$ cat src/rtl/dtm_pkg.sv
// dtm_pkg: shared constants, codes and types of the table-driven dfa matcher
`default_nettype none

package dtm_pkg;

	localparam int STATE_COUNT   = 256;
	localparam int ALPHABET_SIZE = 128;
	localparam int STATE_BITS    = 8;
	localparam int CHAR_BITS     = 7;
	localparam int LEN_BITS      = 16;
	localparam int TBL_DEPTH     = STATE_COUNT * ALPHABET_SIZE;
	localparam int TBL_AW        = STATE_BITS + CHAR_BITS;
	localparam int TBL_W         = STATE_BITS + 1;
	localparam int FIFO_DEPTH    = 4;
	localparam int FIFO_AW       = 2;
	localparam int FIFO_CW       = 3;

	typedef enum logic [1:0] {
		MODE_WR_TRANS = 2'd0,
		MODE_WR_ACC   = 2'd1,
		MODE_CHAR     = 2'd2,
		MODE_END      = 2'd3
	} dtm_mode_t;

	typedef struct packed {
		logic [1:0]            mode;
		logic [STATE_BITS-1:0] state_index;
		logic [CHAR_BITS-1:0]  character;
		logic [STATE_BITS-1:0] next_state;
		logic                  entry_valid;
		logic                  accept_flag;
	} dtm_item_t;

	typedef struct packed {
		logic vld;
		logic is_char;
		logic is_end;
		logic ent_valid;
		logic acc;
	} dtm_step_t;

	typedef struct packed {
		logic                accepted;
		logic [LEN_BITS-1:0] match_length;
	} dtm_res_t;

endpackage

`default_nettype wire

$ cat src/rtl/dtm_verdict.sv
// dtm_verdict: run bookkeeping, length count and result decision
`default_nettype none

module dtm_verdict (
	input  wire logic               clk,
	input  wire logic               arst_n,
	input  wire logic               match_mode,
	input  wire dtm_pkg::dtm_step_t step,
	output logic                    res_valid,
	output dtm_pkg::dtm_res_t       res
);

	logic                          verdict_q;
	logic                          reached_q;
	logic [dtm_pkg::LEN_BITS-1:0]  len_q;
	logic [dtm_pkg::LEN_BITS-1:0]  len_inc;
	logic                          verdict_d;
	logic                          reached_d;
	logic [dtm_pkg::LEN_BITS-1:0]  len_d;

	assign len_inc = (&len_q) ? len_q : len_q + dtm_pkg::LEN_BITS'(1);

	always_comb begin
		verdict_d = verdict_q;
		reached_d = reached_q;
		len_d     = len_q;
		res_valid = 1'b0;
		res       = '{accepted: 1'b0, match_length: '0};
		if (step.is_end) begin
			if (!verdict_q) begin
				res_valid = 1'b1;
				if (!match_mode) begin
					res.accepted = step.acc;
				end else if (reached_q) begin
					res.accepted     = 1'b1;
					res.match_length = len_q;
				end
			end
			verdict_d = 1'b0;
			reached_d = 1'b0;
			len_d     = '0;
		end else if (step.is_char && !verdict_q) begin
			if (!step.ent_valid) begin
				verdict_d = 1'b1;
				res_valid = 1'b1;
			end else begin
				len_d = len_inc;
				if (match_mode) begin
					if (step.acc) begin
						reached_d = 1'b1;
					end else if (reached_q) begin
						// length stops before the leaving character
						verdict_d        = 1'b1;
						res_valid        = 1'b1;
						res.accepted     = 1'b1;
						res.match_length = len_q;
					end
				end
			end
		end
	end

	always_ff @(posedge clk or negedge arst_n) begin
		if (!arst_n) begin
			verdict_q <= 1'b0;
			reached_q <= 1'b0;
			len_q     <= '0;
		end else if (step.vld) begin
			verdict_q <= verdict_d;
			reached_q <= reached_d;
			len_q     <= len_d;
		end
	end

endmodule

`default_nettype wire

$ cat config.mk
export PLATFORM = sky130hd
export DESIGN_NAME = dtm_verdict
export DESIGN_NICKNAME = d
export VERILOG_FILES = /design/src/rtl/dtm_pkg.sv /design/src/rtl/dtm_verdict.sv
export SDC_FILE = /design/constraint.sdc
export NUM_CORES = 1
export LEC_CHECK = 0
export ABC_AREA = 0
export ABC_CLOCK_PERIOD_IN_PS = 1700
export BUFFER_PORTS_ARGS = -buffer_cell sky130_fd_sc_hd__buf_2
export CORE_MARGIN = 2
export CORE_UTILIZATION = 48
export CTS_BUF_LIST = sky130_fd_sc_hd__clkbuf_16
export DETAILED_ROUTE_END_ITERATION = 10
export PLACE_DENSITY = 0.74
export SKIP_LAST_GASP = 1
export SLEW_MARGIN = 20
export SYNTH_ARGS = -nofsm -noshare
export SYNTH_HDL_FRONTEND = slang
export SYNTH_SLANG_ARGS = --single-unit
$ cat constraint.sdc
create_clock -name clk -period 1.7 [get_ports clk]
set_input_delay 0.34 -clock clk [delete_from_list [all_inputs] [get_ports clk]]
set_output_delay 0.34 -clock clk [all_outputs]
set_load 0.01 [all_outputs]
==> summary.md <==
| Metric | Value |
|---|---|
| Total count of max-transition violations in the final report | 0 |
| Setup slack after layout | -0.07262 ns |
| Yosys warning count | 0 |
| Post-layout util | 74.44% |
| Hold-fix buffers at CTS | 0 |
| Horizontal die dimension | 55.21 um |
| Total routed wirelength | 4.071 mm |
| Cell area after synthesis | 1259 sq um |
| Cells on worst reg2reg path | 6 |
| Vias per cell | 6.303 |
| Total GRT Usage | 26.06% |
| Power per cell area | 717.0 nW/um^2 |
| Number of nets in the finished design | 214 |
| Area taken by multi-input logic gates | 858.3 sq um |
| Slack of the worst reg-to-reg path | -0.07 ns |
| Final TNS setup | -0.1010 ns |
| Post-Place Worst Slack | -0.05434 ns |
| Kind of critical path | register to register |
| Leakage | 0.8116 nW |
| Cell taking the most area after synthesis | dfrtp_1 |
| Endpoint of the worst setup timing path | len_q[6] |
| TritonCTS buffer count | 3 |
| Sequential element share of the synthesized area | 35.79% |
| Clock H-tree levels | 1 |
| Capturing point of the worst reg2reg path | len_q[6] |
| Crit. path cell count | 6 |
| Drt pass-1 iters | 4 |
| Worst skew pair latency | 0.25 ns |
| Post-Synthesis Mean Instance Area | 8.505 sq um |
| Area share of the largest cell type after synthesis | 35.79% |
| Number of hold violations in the final report | 0 |
| Max stage delay cell, worst path | dfrtp_1 |
| Area of the die | 3048 sq um |
| Violated checks | setup timing |
| Fraction of final layout cells sized beyond drive strength 1 | 43.14% |
| VDD IR-drop max | 707.4 uV |
| Number of flip-flops and latches in the synthesized netlist | 18 |
| Synthesis-to-finish area growth | 46.52% |
| Number of remaining DRC errors | 0 |
| Number of buffer and inverter stages on the critical path | 1 |
| Complex-gate fraction of the synthesized area | 21.77% |
| Number of global-route vias before repair | 1413 |
| Die Ht | 55.21 um |
| Adder-cell area share of the yosys netlist | 0.9940% |
| Congestion Overflow GR | 0 |
| I/O Buffers | 25 |
| Outcome | finished, violations left |
| Syn Inst Count | 148 |
| WP data required | 1.81 ns |
| Antenna violations before repair | 0 |
| Tcrit/Tclk final | 104.3% |
| Starting DRC count in detailed routing | 45 |
| Buffer depth of the longest clock path | 2 |
| Maximum Capacitance Violations | 0 |
| Setup repair after global routing missed its margin | yes |
| Critical path arrival | 1.88 ns |
| Master cell of the clock root buffer | clkbuf_16 |
| Clock-pin slew on the worst setup and hold paths | 0.05 ns |
| Wire length of the first global-routing pass | 6.430 mm |
| Worst reg2reg path startpoint | len_q[0] |
| Cell class contributing the biggest share of worst-path delay | compound AO/OA/AOI/OAI gates |
| Cell-by-cell trace of the critical path | ha_4 -> nand3_1 -> buf_4 -> o2111a_1 -> o31ai_1 -> o41ai_1 |
| Per-cell routed wire length | 17.40 um |
| Worst slew margin relative to its limit | 70.15% |
| Number of fill cells | 181 |
| Main combinational cell family by area after synthesis | simple AND/OR/NAND/NOR gates |
| Largest net degree at the start of global routing | 19 |
| Post-Synth Simple-Gate Area | 36.08% |
| Fraction of registers with async set/reset | 100.0% |
| Post-synth net total | 157 |
| Multiplexer area fraction after synthesis | 0.7952% |
| Overall power of the completed layout | 0.001322 W |
| Worst hold slack across all endpoints | 0.02522 ns |
| Overall via count from detail_route | 1475 |
| Stage delay of the slowest cell on the critical path | 0.43 ns |
| Post-route minimum period | 1.773 ns |
| Number of library cell types mapped by synthesis | 42 |
| CP startpoint | len_q[0] |
| Sequential cell area | 451.7 sq um |
| Clock sinks | 18 |
| Core Footprint | 2477 sq um |
| Critical path capture point type | register |
| Boundary pin count | 26 |
| Timing-limited maximum frequency | 564.1 MHz |
| TritonCTS clock tree | done |
| EDFF count, synth | 0 |
| Floorplan row count | 18 |
| Cell types occupying the most area after synthesis | dfrtp_1 36%, and2_1 4.5%, nor4_1 4.5%, o21ai_0 4.4%, a211oi_1 4.2% |
| Tightest Hold Check Type | primary input to async pin |
| Slew at the pin closest to its max-slew limit | 0.4437 ns |
| Final Setup Violations | 3 |
| Antenna-violating nets left | 0 |
| Top FF cell, synth | dfrtp_1 |
| Maximum net fanout on the critical path | 5 |
| Max Clock Skew | 0.001408 ns |
| CP startpoint kind | register |
| Starting density of the core | 50.81% |
| Detailed Place HPWL | 2.646 mm |
| Number of antenna repair diodes | 0 |
| Xor and xnor area share after synthesis | 0% |
| Gpl congestion | 0.9000 |
[synthesized netlist by cell type (all sizes together) (5+ instances only)]
library cell   n
a211oi         7
and2          10
inv            8
nor4          10
or4            5
o21ai         12
nand3          6
nand2         10
clkbuf         6
dfrtp         18
or3            5
nor2           8
[where the power goes]
group          total (W)  internal [W]  switching [W]
clock network   0.000485      0.000313       0.000172
logic           0.000327      0.000151       0.000176
registers       0.000510      0.000463      0.0000476
total            0.00132      0.000927       0.000395
[registers in the layout, summed over array words and instances (netlist names)]
register,flops
verdict_q,1
len_q,16
reached_q,1
[final cells by class]
| type | count | share of cell area [%] |
|---|---|---|
| clock buffers | 3 | 4.071 |
| clock inverters | 1 | 0.2035 |
| inverters | 8 | 1.628 |
| multi-input cells | 115 | 46.54 |
| flip-flops and latches | 18 | 24.49 |
| well taps | 30 | 2.035 |
| repair buffers | 59 | 21.03 |
[cells in the final DEF, fill, tap and decap left out, types with 4 or more instances in the layout]
cell and instances:
buf_2 25, nand2_1 9, buf_4 32, nand3_1 5, a21oi_1 4, nor2_1 8
inv_1 8, dfrtp_1 17, and2_1 9, a211oi_1 4, o21ai_0 9, nor4_2 4
[logic make-up (layout without fill, tap and decap cells)]
group,after synthesis,after routing
compound gates,41,41
flops,18,18
mux,1,1
simple gates,72,72
fa+ha+maj,1,1
buf+inv,15,71
[timing repair]
action / 4_1_cts / 5_1_grt
setup buffers: 3 / 3
pin swaps: 3 / 6
endpoints found under the setup margin: 20 / 33
gates resized for setup: 4 / 21
[metrics by stage]
| step | cells | cell area [sq um] |
|---|---|---|
| 4_1_cts | 231 | 1724 |
| 3_3_place_gp | 224 | 1604 |
| 2_1_floorplan | 148 | 1259 |
| 3_5_place_dp | 224 | 1604 |
| 6_report | 234 | 1844 |
| 5_1_grt | 234 | 1844 |
[routing by layer]
layer	wire length [um]	up-vias	GRT usage [%]	share of wire, %
met5	0	-	0	0
met4	97	0	11.15	2.4
met3	269	12	4.684	6.6
met2	1944	65	43.03	48
met1	1760	716	33.38	43
li1	-	682	-	-
[worst min path at each step]
stage / end / cells past startpoint / slack (ns)
final: len_q[12] / 1 / 0.03
after global routing: len_q[9] / 1 / 0.06
after CTS: len_q[13] / 1 / 0.03
after detailed placement: len_q[12] / 1 / 0.30
after global placement: len_q[12] / 1 / 0.29
after floorplan: len_q[0] / 0 / 0.04
[worst register-to-register path: stages (launching register included)]
cell and delay [ns]:
dfrtp_1 0.43, ha_4 0.18, nand3_1 0.15, buf_4 0.21
o2111a_1 0.23, o31ai_1 0.27, o41ai_1 0.16
Note: power is estimated with default switching activity, not from simulation.
