<file path="src/rtl/dtm_pkg.sv">
// dtm_pkg: shared constants, codes and types of the table-driven dfa matcher
`default_nettype none

package dtm_pkg;

	localparam int STATE_COUNT   = 256;
	localparam int ALPHABET_SIZE = 128;
	localparam int STATE_BITS    = 8;
	localparam int CHAR_BITS     = 7;
	localparam int LEN_BITS      = 16;
	localparam int TBL_DEPTH     = STATE_COUNT * ALPHABET_SIZE;
	localparam int TBL_AW        = STATE_BITS + CHAR_BITS;
	localparam int TBL_W         = STATE_BITS + 1;
	localparam int FIFO_DEPTH    = 4;
	localparam int FIFO_AW       = 2;
	localparam int FIFO_CW       = 3;

	typedef enum logic [1:0] {
		MODE_WR_TRANS = 2'd0,
		MODE_WR_ACC   = 2'd1,
		MODE_CHAR     = 2'd2,
		MODE_END      = 2'd3
	} dtm_mode_t;

	typedef struct packed {
		logic [1:0]            mode;
		logic [STATE_BITS-1:0] state_index;
		logic [CHAR_BITS-1:0]  character;
		logic [STATE_BITS-1:0] next_state;
		logic                  entry_valid;
		logic                  accept_flag;
	} dtm_item_t;

	typedef struct packed {
		logic vld;
		logic is_char;
		logic is_end;
		logic ent_valid;
		logic acc;
	} dtm_step_t;

	typedef struct packed {
		logic                accepted;
		logic [LEN_BITS-1:0] match_length;
	} dtm_res_t;

endpackage

`default_nettype wire

</file>
<file path="src/rtl/dtm_out_fifo.sv">
// dtm_out_fifo: small result queue between the verdict stage and the output
`default_nettype none

module dtm_out_fifo (
	input  wire logic                         clk,
	input  wire logic                         arst_n,
	input  wire logic                         push,
	input  wire dtm_pkg::dtm_res_t            push_data,
	input  wire logic                         pop,
	output logic                              not_empty,
	output dtm_pkg::dtm_res_t                 head,
	output logic [dtm_pkg::FIFO_CW-1:0]       count
);

	dtm_pkg::dtm_res_t                 slot_q [dtm_pkg::FIFO_DEPTH];
	logic [dtm_pkg::FIFO_AW-1:0]       wr_ptr_q;
	logic [dtm_pkg::FIFO_AW-1:0]       rd_ptr_q;
	logic [dtm_pkg::FIFO_CW-1:0]       count_q;
	logic                              do_pop;

	assign do_pop    = pop && (count_q != '0);
	assign not_empty = (count_q != '0);
	assign head      = slot_q[rd_ptr_q];
	assign count     = count_q;

	always_ff @(posedge clk) begin
		if (push) begin
			slot_q[wr_ptr_q] <= push_data;
		end
	end

	always_ff @(posedge clk or negedge arst_n) begin
		if (!arst_n) begin
			wr_ptr_q <= '0;
			rd_ptr_q <= '0;
			count_q  <= '0;
		end else begin
			if (push) begin
				wr_ptr_q <= wr_ptr_q + dtm_pkg::FIFO_AW'(1);
			end
			if (do_pop) begin
				rd_ptr_q <= rd_ptr_q + dtm_pkg::FIFO_AW'(1);
			end
			case ({push, do_pop})
				2'b10:   count_q <= count_q + dtm_pkg::FIFO_CW'(1);
				2'b01:   count_q <= count_q - dtm_pkg::FIFO_CW'(1);
				default: count_q <= count_q;
			endcase
		end
	end

endmodule

`default_nettype wire

</file>
<file path="config.mk">
export PLATFORM = sky130hd
export DESIGN_NAME = dtm_out_fifo
export DESIGN_NICKNAME = d
export VERILOG_FILES = /design/src/rtl/dtm_pkg.sv /design/src/rtl/dtm_out_fifo.sv
export SDC_FILE = /design/constraint.sdc
export NUM_CORES = 1
export LEC_CHECK = 0
export ABC_AREA = 1
export BUFFER_PORTS_ARGS = -buffer_cell sky130_fd_sc_hd__buf_4
export CAP_MARGIN = 20
export CELL_PAD_IN_SITES_DETAIL_PLACEMENT = 1
export CELL_PAD_IN_SITES_GLOBAL_PLACEMENT = 2
export CORE_ASPECT_RATIO = 1.25
export CORE_MARGIN = 4
export CORE_UTILIZATION = 41
export CTS_BUF_LIST = sky130_fd_sc_hd__clkbuf_4 sky130_fd_sc_hd__clkbuf_8 sky130_fd_sc_hd__clkbuf_16
export DETAILED_ROUTE_END_ITERATION = 8
export PLACE_DENSITY = 0.91
export SYNTH_ARGS = -nofsm -noshare
export SYNTH_HDL_FRONTEND = slang
export SYNTH_SLANG_ARGS = --single-unit
</file>
<file path="constraint.sdc">
create_clock -name clk -period 3.6 [get_ports clk]
set_clock_uncertainty 0.2 [all_clocks]
set_input_delay 0 -clock clk [delete_from_list [all_inputs] [get_ports clk]]
set_output_delay 0 -clock clk [all_outputs]
set_load 0.02 [all_outputs]
</file>
==> results of run 1 <==
registers in the layout (all words and copies together) (netlist names):
signal,count
slot_q,68
count,3
rd_ptr_q,2
wr_ptr_q,2
metrics by stage:
stage | hold slack, ns | setup slack (ns) | total power [mW]
floorplan | -0.496 | 1.47 | 2.08
global placement | -0.379 | 1.66 | 2.48
detailed placement | -0.376 | 1.53 | 2.53
CTS | 0.182 | 1.15 | 3.28
global route | 0.208 | 1.34 | 3.47
finish | 0.199 | 1.51 | 3.26
cell families after synthesis:
group | synth area share (%)
flops | 69.9
simple gates | 8.87
xor+xnor | 0.552
fa+ha+maj | 2.60
buf+inv | 8.32
compound gates | 9.78
worst max-delay path, delay by kind of cell (launching register included):
| kind | cells | cell delay, ns |
|---|---|---|
| adders and majority gates | 2 | 0.55 |
| buffers and inverters | 3 | 0.24 |
| DFF | 1 | 0.38 |
| and+or+nand+nor | 6 | 0.61 |
worst min-delay path by stage:
stage	from	endpoint	slack (ns)
5_1_grt	push_data[7]	slot_q[1][7]	0.21
6_report	push_data[15]	slot_q[2][15]	0.20
2_1_floorplan	arst_n	count[0]	-0.50
4_1_cts	push_data[15]	slot_q[2][15]	0.18
3_3_place_gp	arst_n	count[2]	-0.38
3_5_place_dp	arst_n	count[2]	-0.38
cell usage in the layout (no fill, tap or decap):
cell and n:
nand2_1 68, nand3_1 4, o211ai_1 25, dfrtp_1 7
clkbuf_8 10, xor2_1 1, xnor2_1 1, inv_2 2
clkbuf_4 4, buf_12 1, inv_1 49, fa_1 1
nand4_1 1, ha_1 5, buf_4 42, bufinv_16 2
dlygate4sd3_1 21, o21ai_0 2, edfxtp_1 68, o211ai_2 9
what timing repair did:
action | CTS | global route
hold endpoints to repair | 81 | 0
hold buffers | 21 | 0
buffers inserted | 0 | 0
resized for setup | 0 | 0
metal layers:
layer  share of wire [%]  vias to the layer above  track usage, %
li1                    -                      985               -
met4                 1.5                        0            4.34
met2                  54                       30            27.2
met3                 3.0                        6            3.72
met5                   0                        -               0
met1                  42                      957            18.4
power by group through the flow:
stage	Combinational [mW]	Clock, mW	Sequential [mW]
final	1.31	0.729	1.22
after global routing	1.45	0.782	1.24
after CTS	1.32	0.740	1.22
after detailed placement	1.29	0	1.24
after global placement	1.25	0	1.23
after floorplan	0.840	0	1.24
synthesized netlist by cell type:
library cell / instances
buf_2: 7
buf_6: 3
clkbuf_1: 1
dfrtp_1: 7
edfxtp_1: 68
fa_1: 1
ha_1: 5
inv_1: 49
inv_2: 2
nand2_1: 68
nand3_1: 4
nand4_1: 1
o211ai_1: 25
o211ai_2: 9
o21ai_0: 2
xnor2_1: 1
xor2_1: 1
layout make-up:
type	count	area share (%)
repair buffers	64	13.7
clock buffers	14	4.20
clock inverters	2	1.51
well taps	92	2.89
inverters	51	4.80
multi-input cells	117	17.3
flip-flops and latches	75	55.6
==> flow_summary.json, run 1 <==
{
  "reg2reg_from": "count[0]",
  "cts_tree": "built",
  "post-route-drc-count": 0,
  "p_leak_nw": 1.72,
  "dpl_cell_area_mm2": 0.00353,
  "worstSkewPairLatency_ns": 0.34,
  "cp_slowest_cell": "fa_1",
  "fin_cells": 415,
  "antenna_left": 0,
  "power.internal_mw": 2.07,
  "die_h_um": 106,
  "synth.largest_area_cell": "edfxtp_1",
  "power_density_mw_per_mm2": 818,
  "path_class": "reg2reg",
  "startpoint": "count[0]",
  "slew_headroom_pct": 44.3,
  "finalWirelength_um": 6450,
  "place.port_buffers": 41,
  "p_sw_mw": 1.19,
  "cp_data_required_time_ns": 3.63,
  "viasPerCell": 4.77,
  "drt_iter0_drc": 157,
  "via_count": 1978,
  "place_inst": 377,
  "regToRegSetupSlack_ns": 1.51,
  "crit_top_cell": "nand2_1",
  "synth.avg_cell_area_um2": 12.5,
  "ios": 42,
  "cts.clk_slew.worst_paths_ns": 0.08,
  "cp-end-kind": "flop",
  "root_buffer": "clkbuf_8",
  "firstDrtPassIters": 4,
  "worstHoldPathCells": 2,
  "ys_warn_count": 0,
  "peakVddDrop_uv": 454,
  "regArea_mm2": 0.00222,
  "finalSetupViolCount": 0,
  "antenna_cells": 0,
  "fill_cells": 799,
  "grt_pass1_vias": 2168,
  "setup_tns_ns": 0,
  "multi_input_area_um2": 692,
  "finalHoldViolations": 0,
  "cts_sinks": 75,
  "grt_max_degree": 70,
  "startpoint_type": "flop",
  "synthesis.area_mm2": 0.00317,
  "drv_cap": 0,
  "dieWidth_um": 86.7,
  "reg2reg_depth": 11,
  "clock.fmax_mhz": 479,
  "cp_max_fo": 5,
  "fin_area_mm2": 0.00399,
  "synth_cells": 254,
  "grt_antenna_before_repair": 0,
  "die_area_mm2": 0.00922,
  "r2r_end": "count[2]",
  "arrival_ns": 2.12,
  "placementRows": 35,
  "crit_chain": "inv_1 -> nand3_1 -> nand2_1 -> inv_1 -> ha_1 -> inv_1 -> fa_1 -> nand2_1 -> nand3_1 -> nand2_1 -> nand2_1",
  "grt_overflow": 0,
  "h-tree-depth": 3,
  "grt_pass1_wl_um": 10700,
  "core-area_mm2": 0.00744,
  "fin_nets": 345,
  "yosys.area.top_type_share_pct": 64.4,
  "cts_buffers": 9,
  "track_usage_pct": 15.4,
  "fin_crit_sh_pct": 58.0,
  "swShare_pct": 36.5,
  "min_period_ns": 2.09,
  "critical-path-max-stage-delay_ns": 0.39,
  "worst_pin_slew_ns": 0.834,
  "fin_util_pct": 53.6,
  "clkPwrFrac_pct": 22.3,
  "hold_class": "in2reg",
  "clk_path_buf_depth": 2,
  "pwr-share-seq_pct": 37.5,
  "ys_seq_area_share_pct": 69.9,
  "synth.top_cells.by_area": "edfxtp_1 64%, nand2_1 8.0%, o211ai_1 5.9%, inv_1 5.8%, dfrtp_1 5.5%",
  "synth_nets": 281,
  "yosys_register_bits": 75,
  "gp_congestion": 0.744,
  "start_util_pct": 42.6,
  "rsz0062_at_grt": "no",
  "wire_per_inst_um": 15.5,
  "run_status": "complete, no violations",
  "maxSlewViolCount": 0,
  "synthToLayoutAreaGrowth_pct": 25.7,
  "endpoint": "count[2]",
  "power.share.combinational_pct": 40.2,
  "dp_hpwl_um": 4040,
  "synth_cell_types": 17,
  "drive_gt1_share_pct": 21.7
}
No activity file was read; power rests on OpenSTA's default activity.
==> run 2: changes to the inputs <==
CORE_UTILIZATION = 35   (was 41)
PLACE_DENSITY = 0.83   (was 0.91)
clock period = 1.8 ns   (was 3.6 ns; I/O delays follow)
==> run 2 against run 1 <==
  * Total power is 100% higher
  * First-iteration DRC count is 60% lower
  * Core utilization decreased by 6.0 points
  * Global-route usage fell by 2.0 points
  * Clock power up 62%
  * Die area is 16% higher
  * Sequential power is 100% higher
  * Sequential share of layout area shrank 2.2 points
  * Via count is 4.6% higher
  * Critical path type unchanged
==> flow_summary.json, run 2 (same netlist as run 1, synthesis figures left out) <==
{
  "antenna_cells": 0,
  "power.internal_mw": 4.10,
  "antenna_left": 0,
  "gp_congestion": 0.683,
  "finalWirelength_um": 6650,
  "peakVddDrop_uv": 593,
  "viasPerCell": 4.53,
  "place.port_buffers": 41,
  "pwr-share-seq_pct": 37.3,
  "drt_iter0_drc": 63,
  "final_common_cell": "edfxtp_1",
  "critPathBufInv": 3,
  "clock.fmax_mhz": 562,
  "grt_max_degree": 44,
  "die_area_mm2": 0.0107,
  "worstSkewPairLatency_ns": 0.34,
  "track_usage_pct": 13.4,
  "setup_tns_ns": 0,
  "critical-path-max-stage-delay_ns": 0.43,
  "largest_register_ffs": 68,
  "startpoint": "count[0]",
  "cts_buffers": 9,
  "run_status": "complete, no violations",
  "start_util_pct": 36.3,
  "drv_cap": 0,
  "placementRows": 38,
  "cp_max_fo": 2,
  "path_class": "reg2reg",
  "grt_pass1_wl_um": 10400,
  "cts.clk_slew.worst_paths_ns": 0.07,
  "cts_tree": "built",
  "ios": 42,
  "dp_hpwl_um": 4340,
  "finalHoldViolations": 0,
  "firstDrtPassIters": 4,
  "die_h_um": 114,
  "finalSetupViolCount": 0,
  "hold_path_startpoint": "push_data[7]",
  "drive_gt1_share_pct": 29.1,
  "fin_crit_sh_pct": 98.9,
  "root_buffer": "clkbuf_8",
  "grt_antenna_before_repair": 0,
  "reg2reg_from": "count[0]",
  "maxSlewViolCount": 0,
  "worst_pin_slew_ns": 0.466,
  "power.total_mw": 6.57,
  "crit_top_cell": "inv_2",
  "dpl_cell_area_mm2": 0.00372,
  "cp_top_family": "adder cells",
  "mostFrequentLayoutCells": "68 x edfxtp_1, 66 x nand2_1, 53 x buf_4, 44 x inv_1, 25 x o211ai_1",
  "slew_headroom_pct": 68.9,
  "rsz0062_at_grt": "yes",
  "cts_sinks": 75,
  "fin_area_mm2": 0.00416,
  "post-route-drc-count": 0,
  "grt_overflow": 0,
  "min_period_ns": 1.78,
  "clkPwrFrac_pct": 18.0,
  "synthToLayoutAreaGrowth_pct": 31.2,
  "crit_chain": "inv_2 -> nand3_4 -> nand2_2 -> inv_2 -> ha_4 -> inv_4 -> fa_2 -> o21ai_2",
  "fin_nets": 359,
  "startpoint_type": "flop",
  "p_sw_mw": 2.47,
  "cp-end-kind": "flop",
  "largest_register": "slot_q",
  "cp_slowest_cell": "fa_2",
  "grt_pass1_vias": 2178,
  "h-tree-depth": 3,
  "core-area_mm2": 0.00875,
  "p_leak_nw": 1.78,
  "dieWidth_um": 93.2,
  "hold_class": "in2reg",
  "cp_data_required_time_ns": 1.87,
  "power_density_mw_per_mm2": 1580,
  "power.share.combinational_pct": 44.7,
  "arrival_ns": 1.85,
  "clk_path_buf_depth": 2,
  "swShare_pct": 37.6,
  "wire_per_inst_um": 14.6,
  "via_count": 2069
}
run 2: cell count changes in the layout (fill, tap and decap cells not counted), moves of 3 or more:
cell	previous run	this run
dfrtp_2	0	3
inv_1	49	44
inv_2	2	5
buf_4	42	53
dfrtp_1	7	4
run 2: layer usage:
layer	routed length [um]	vias up	track usage (%)
met3	181	11	1.71
met4	184	0	8.50
li1	-	1014	-
met1	2550	1014	13.9
met2	3740	30	24.9
met5	0	-	0
run 2: path summary, 6_finish.rpt:
path                                      to  slack [ns]  cells after the start
max in group asynchronous           count[1]        0.70                      3
worst max-delay path                count[1]        0.02                      8
worst min-delay path            slot_q[1][7]        0.19                      2
min in group asynchronous        wr_ptr_q[0]        0.42                      3
worst min register to register      count[2]        0.34                      2
worst max register to register      count[1]        0.02                      8
run 2: through the flow:
stage          hold WS, ns  utilization (%)  worst slack, ns  std cells
3_3_place_gp        -0.380             42.5           0.0903        416
3_5_place_dp        -0.379             42.5           0.0208        416
4_1_cts              0.175             47.1           0.0154        453
2_1_floorplan       -0.496                -          -0.0280        254
5_1_grt              0.195             47.6          -0.0453        457
6_report             0.194             47.6           0.0200        457
run 2: power groups by stage:
| stage | combinational, mW | sequential, mW | clock (mW) |
|---|---|---|---|
| 4_1_cts | 2.92 | 2.46 | 1.22 |
| 3_3_place_gp | 2.76 | 2.47 | 0 |
| 5_1_grt | 3.22 | 2.48 | 1.27 |
| 6_report | 2.94 | 2.45 | 1.18 |
| 3_5_place_dp | 2.84 | 2.49 | 0 |
| 2_1_floorplan | 1.74 | 2.50 | 0 |
run 2: area by class of cell:
class,count,area (um^2)
multi-input cells,117,728
well taps,120,150
fillers,950,4590
clock buffers,14,174
repair buffers,78,683
flip-flops and latches,75,2220
inverters,51,196
clock inverters,2,10.0
run 2: repair_timing:
item | CTS | global route
setup endpoints to repair | 3 | 9
setup buffers | 0 | 4
gates resized for setup | 2 | 4
cloned | 0 | 0
hold buffers | 21 | 0
pin swaps | 0 | 1
endpoints found under the hold margin | 84 | 0
==> run 3: changes to the inputs <==
SETUP_SLACK_MARGIN = 0.3   (was not set)
==> run 3 against run 2 <==
  * Die area unchanged
  * Core utilization grew 7.9 points
  * Via count grew 9.1%
  * Global-route usage rose by 1.3 points
  * Cell area up 17%
  * Cell count rose by 6.6%
  * Worst setup slack improved by 0.011 ns
  * Clock power barely moved
  * First-iteration DRC count down 6.3%
  * Critical endpoint unchanged
  * Largest power group unchanged
==> flow_summary.json, run 3 (same netlist as run 1, synthesis figures left out) <==
{
  "run_status": "complete, no violations",
  "finalHoldViolations": 0,
  "largest_register": "slot_q",
  "grt_antenna_before_repair": 0,
  "cp_data_required_time_ns": 1.88,
  "startpoint": "count[1]",
  "min_period_ns": 1.77,
  "largest_register_ffs": 68,
  "cp-end-kind": "flop",
  "worstSkewPairLatency_ns": 0.35,
  "fill_cells": 899,
  "fin_crit_sh_pct": 98.3,
  "die_h_um": 114,
  "drt_iter0_drc": 59,
  "peakVddDrop_uv": 800,
  "placementRows": 38,
  "grt_max_degree": 30,
  "critPathBufInv": 3,
  "place.port_buffers": 41,
  "worst_pin_slew_ns": 0.378,
  "place_inst": 410,
  "post-route-drc-count": 0,
  "wire_per_inst_um": 17.6,
  "cts.clk_slew.worst_paths_ns": 0.07,
  "reg2reg_depth": 8,
  "cts_sinks": 75,
  "h-tree-depth": 3,
  "drv_cap": 0,
  "clock.fmax_mhz": 565,
  "dp_slack_ns": 0.0167,
  "core-area_mm2": 0.00875,
  "drive_gt1_share_pct": 44.4,
  "cts_tree": "built",
  "die_area_mm2": 0.0107,
  "finalWirelength_um": 8580,
  "p_leak_nw": 2.04,
  "slew_headroom_pct": 74.7,
  "finalSetupViolCount": 0,
  "cts_buffers": 9,
  "r2r_end": "count[1]",
  "crit_chain": "inv_2 -> nand3_4 -> nand2_4 -> inv_2 -> ha_4 -> inv_4 -> fa_2 -> o21ai_2",
  "mostFrequentLayoutCells": "68 x edfxtp_1, 47 x buf_4, 43 x nand2_1, 37 x inv_1, 25 x o211ai_1",
  "multi_input_area_um2": 886,
  "path_class": "reg2reg",
  "start_util_pct": 36.3,
  "dieWidth_um": 93.2,
  "track_usage_pct": 14.7,
  "cp_slowest_cell": "dfrtp_2",
  "clk_path_buf_depth": 2,
  "root_buffer": "clkbuf_8",
  "power.total_mw": 8.03,
  "regToRegSetupSlack_ns": 0.03,
  "gp_congestion": 0.684,
  "ios": 42,
  "power_density_mw_per_mm2": 1650,
  "synthToLayoutAreaGrowth_pct": 53.0,
  "rsz0062_at_grt": "yes",
  "antenna_cells": 0,
  "grt_overflow": 0,
  "regArea_mm2": 0.00222,
  "reg2reg_from": "count[1]",
  "arrival_ns": 1.85,
  "cp_max_fo": 3,
  "endpoint": "count[1]",
  "grt_pass1_vias": 2366,
  "dp_hpwl_um": 4060,
  "via_count": 2257,
  "cp_top_family": "adder cells",
  "viasPerCell": 4.63,
  "maxSlewViolCount": 0,
  "fin_nets": 389,
  "firstDrtPassIters": 4,
  "critical-path-max-stage-delay_ns": 0.43,
  "final_common_cell": "edfxtp_1",
  "crit_cells": 8,
  "startpoint_type": "flop",
  "fin_cells": 487,
  "grt_pass1_wl_um": 11600,
  "holdWs_ns": 0.0371,
  "fin_ws_ns": 0.0306,
  "crit_top_cell": "inv_2",
  "antenna_left": 0,
  "hold_class": "in2reg"
}
run 3: changes by cell type in the layout (fill, tap and decap cells not counted), sizes merged:
cell         delta
clkbuf          +9
clkinvlp        +3
inv             -2
buf            +18
dlygate4sd3     +2
run 3: how the worst min path moves through the flow:
stage	startpoint	end	slack [ns]	depth (start not counted)
2_1_floorplan	arst_n	count[0]	-0.50	0
3_3_place_gp	arst_n	count[2]	-0.38	1
3_5_place_dp	arst_n	count[2]	-0.38	1
4_1_cts	push	slot_q[1][3]	0.003	4
5_1_grt	push	slot_q[1][5]	0.03	4
6_report	push	slot_q[1][5]	0.04	4
run 3: what timing repair did:
| action | in CTS | in global routing |
|---|---|---|
| hold buffers | 22 | 1 |
| setup buffers | 17 | 8 |
| hold endpoints to repair | 82 | 17 |
| cloned | 2 | 11 |
| setup endpoints to repair | 70 | 81 |
| pin swaps | 4 | 20 |
| resized for setup | 19 | 62 |
run 3: routing by layer:
layer	global-route usage (%)	routed length (um)	share of wire [%]	vias up
met3	3.94	226	2.6	13
met5	0	0	0	-
li1	-	-	-	1077
met1	15.5	3360	39	1136
met2	27.3	4810	56	31
met4	6.16	176	2.1	0
run 3: report_power, final:
group / internal, mW / switching (mW) / total, mW
combinational: 2.07 / 2.27 / 4.34
clock: 0.619 / 0.578 / 1.20
sequential: 2.31 / 0.181 / 2.49
total: 5.00 / 3.02 / 8.03
run 3: cell type report:
type | count | share of cell area [%]
clock inverters | 2 | 0.206
flip-flops and latches | 75 | 45.8
multi-input cells | 117 | 18.3
inverters | 51 | 4.69
well taps | 120 | 3.09
repair buffers | 107 | 24.2
clock buffers | 14 | 3.58
repair inverters | 1 | 0.129
run 3: stage by stage:
step | setup TNS [ns] | util, % | area [um^2]
detailed placement | 0 | 42.3 | 3700
global placement | 0 | 42.3 | 3700
global route | -0.377 | 55.5 | 4850
finish | 0 | 55.5 | 4850
floorplan | -0.0280 | - | 3220
CTS | 0 | 49.8 | 4350
run 3: worst register-to-register path, cell delays in order, from the launching register on:
cell and delay [ns]:
dfrtp_2 0.43, inv_2 0.09, nand3_4 0.09, nand2_4 0.09, inv_2 0.04, ha_4 0.16
inv_4 0.06, fa_2 0.44, o21ai_2 0.11
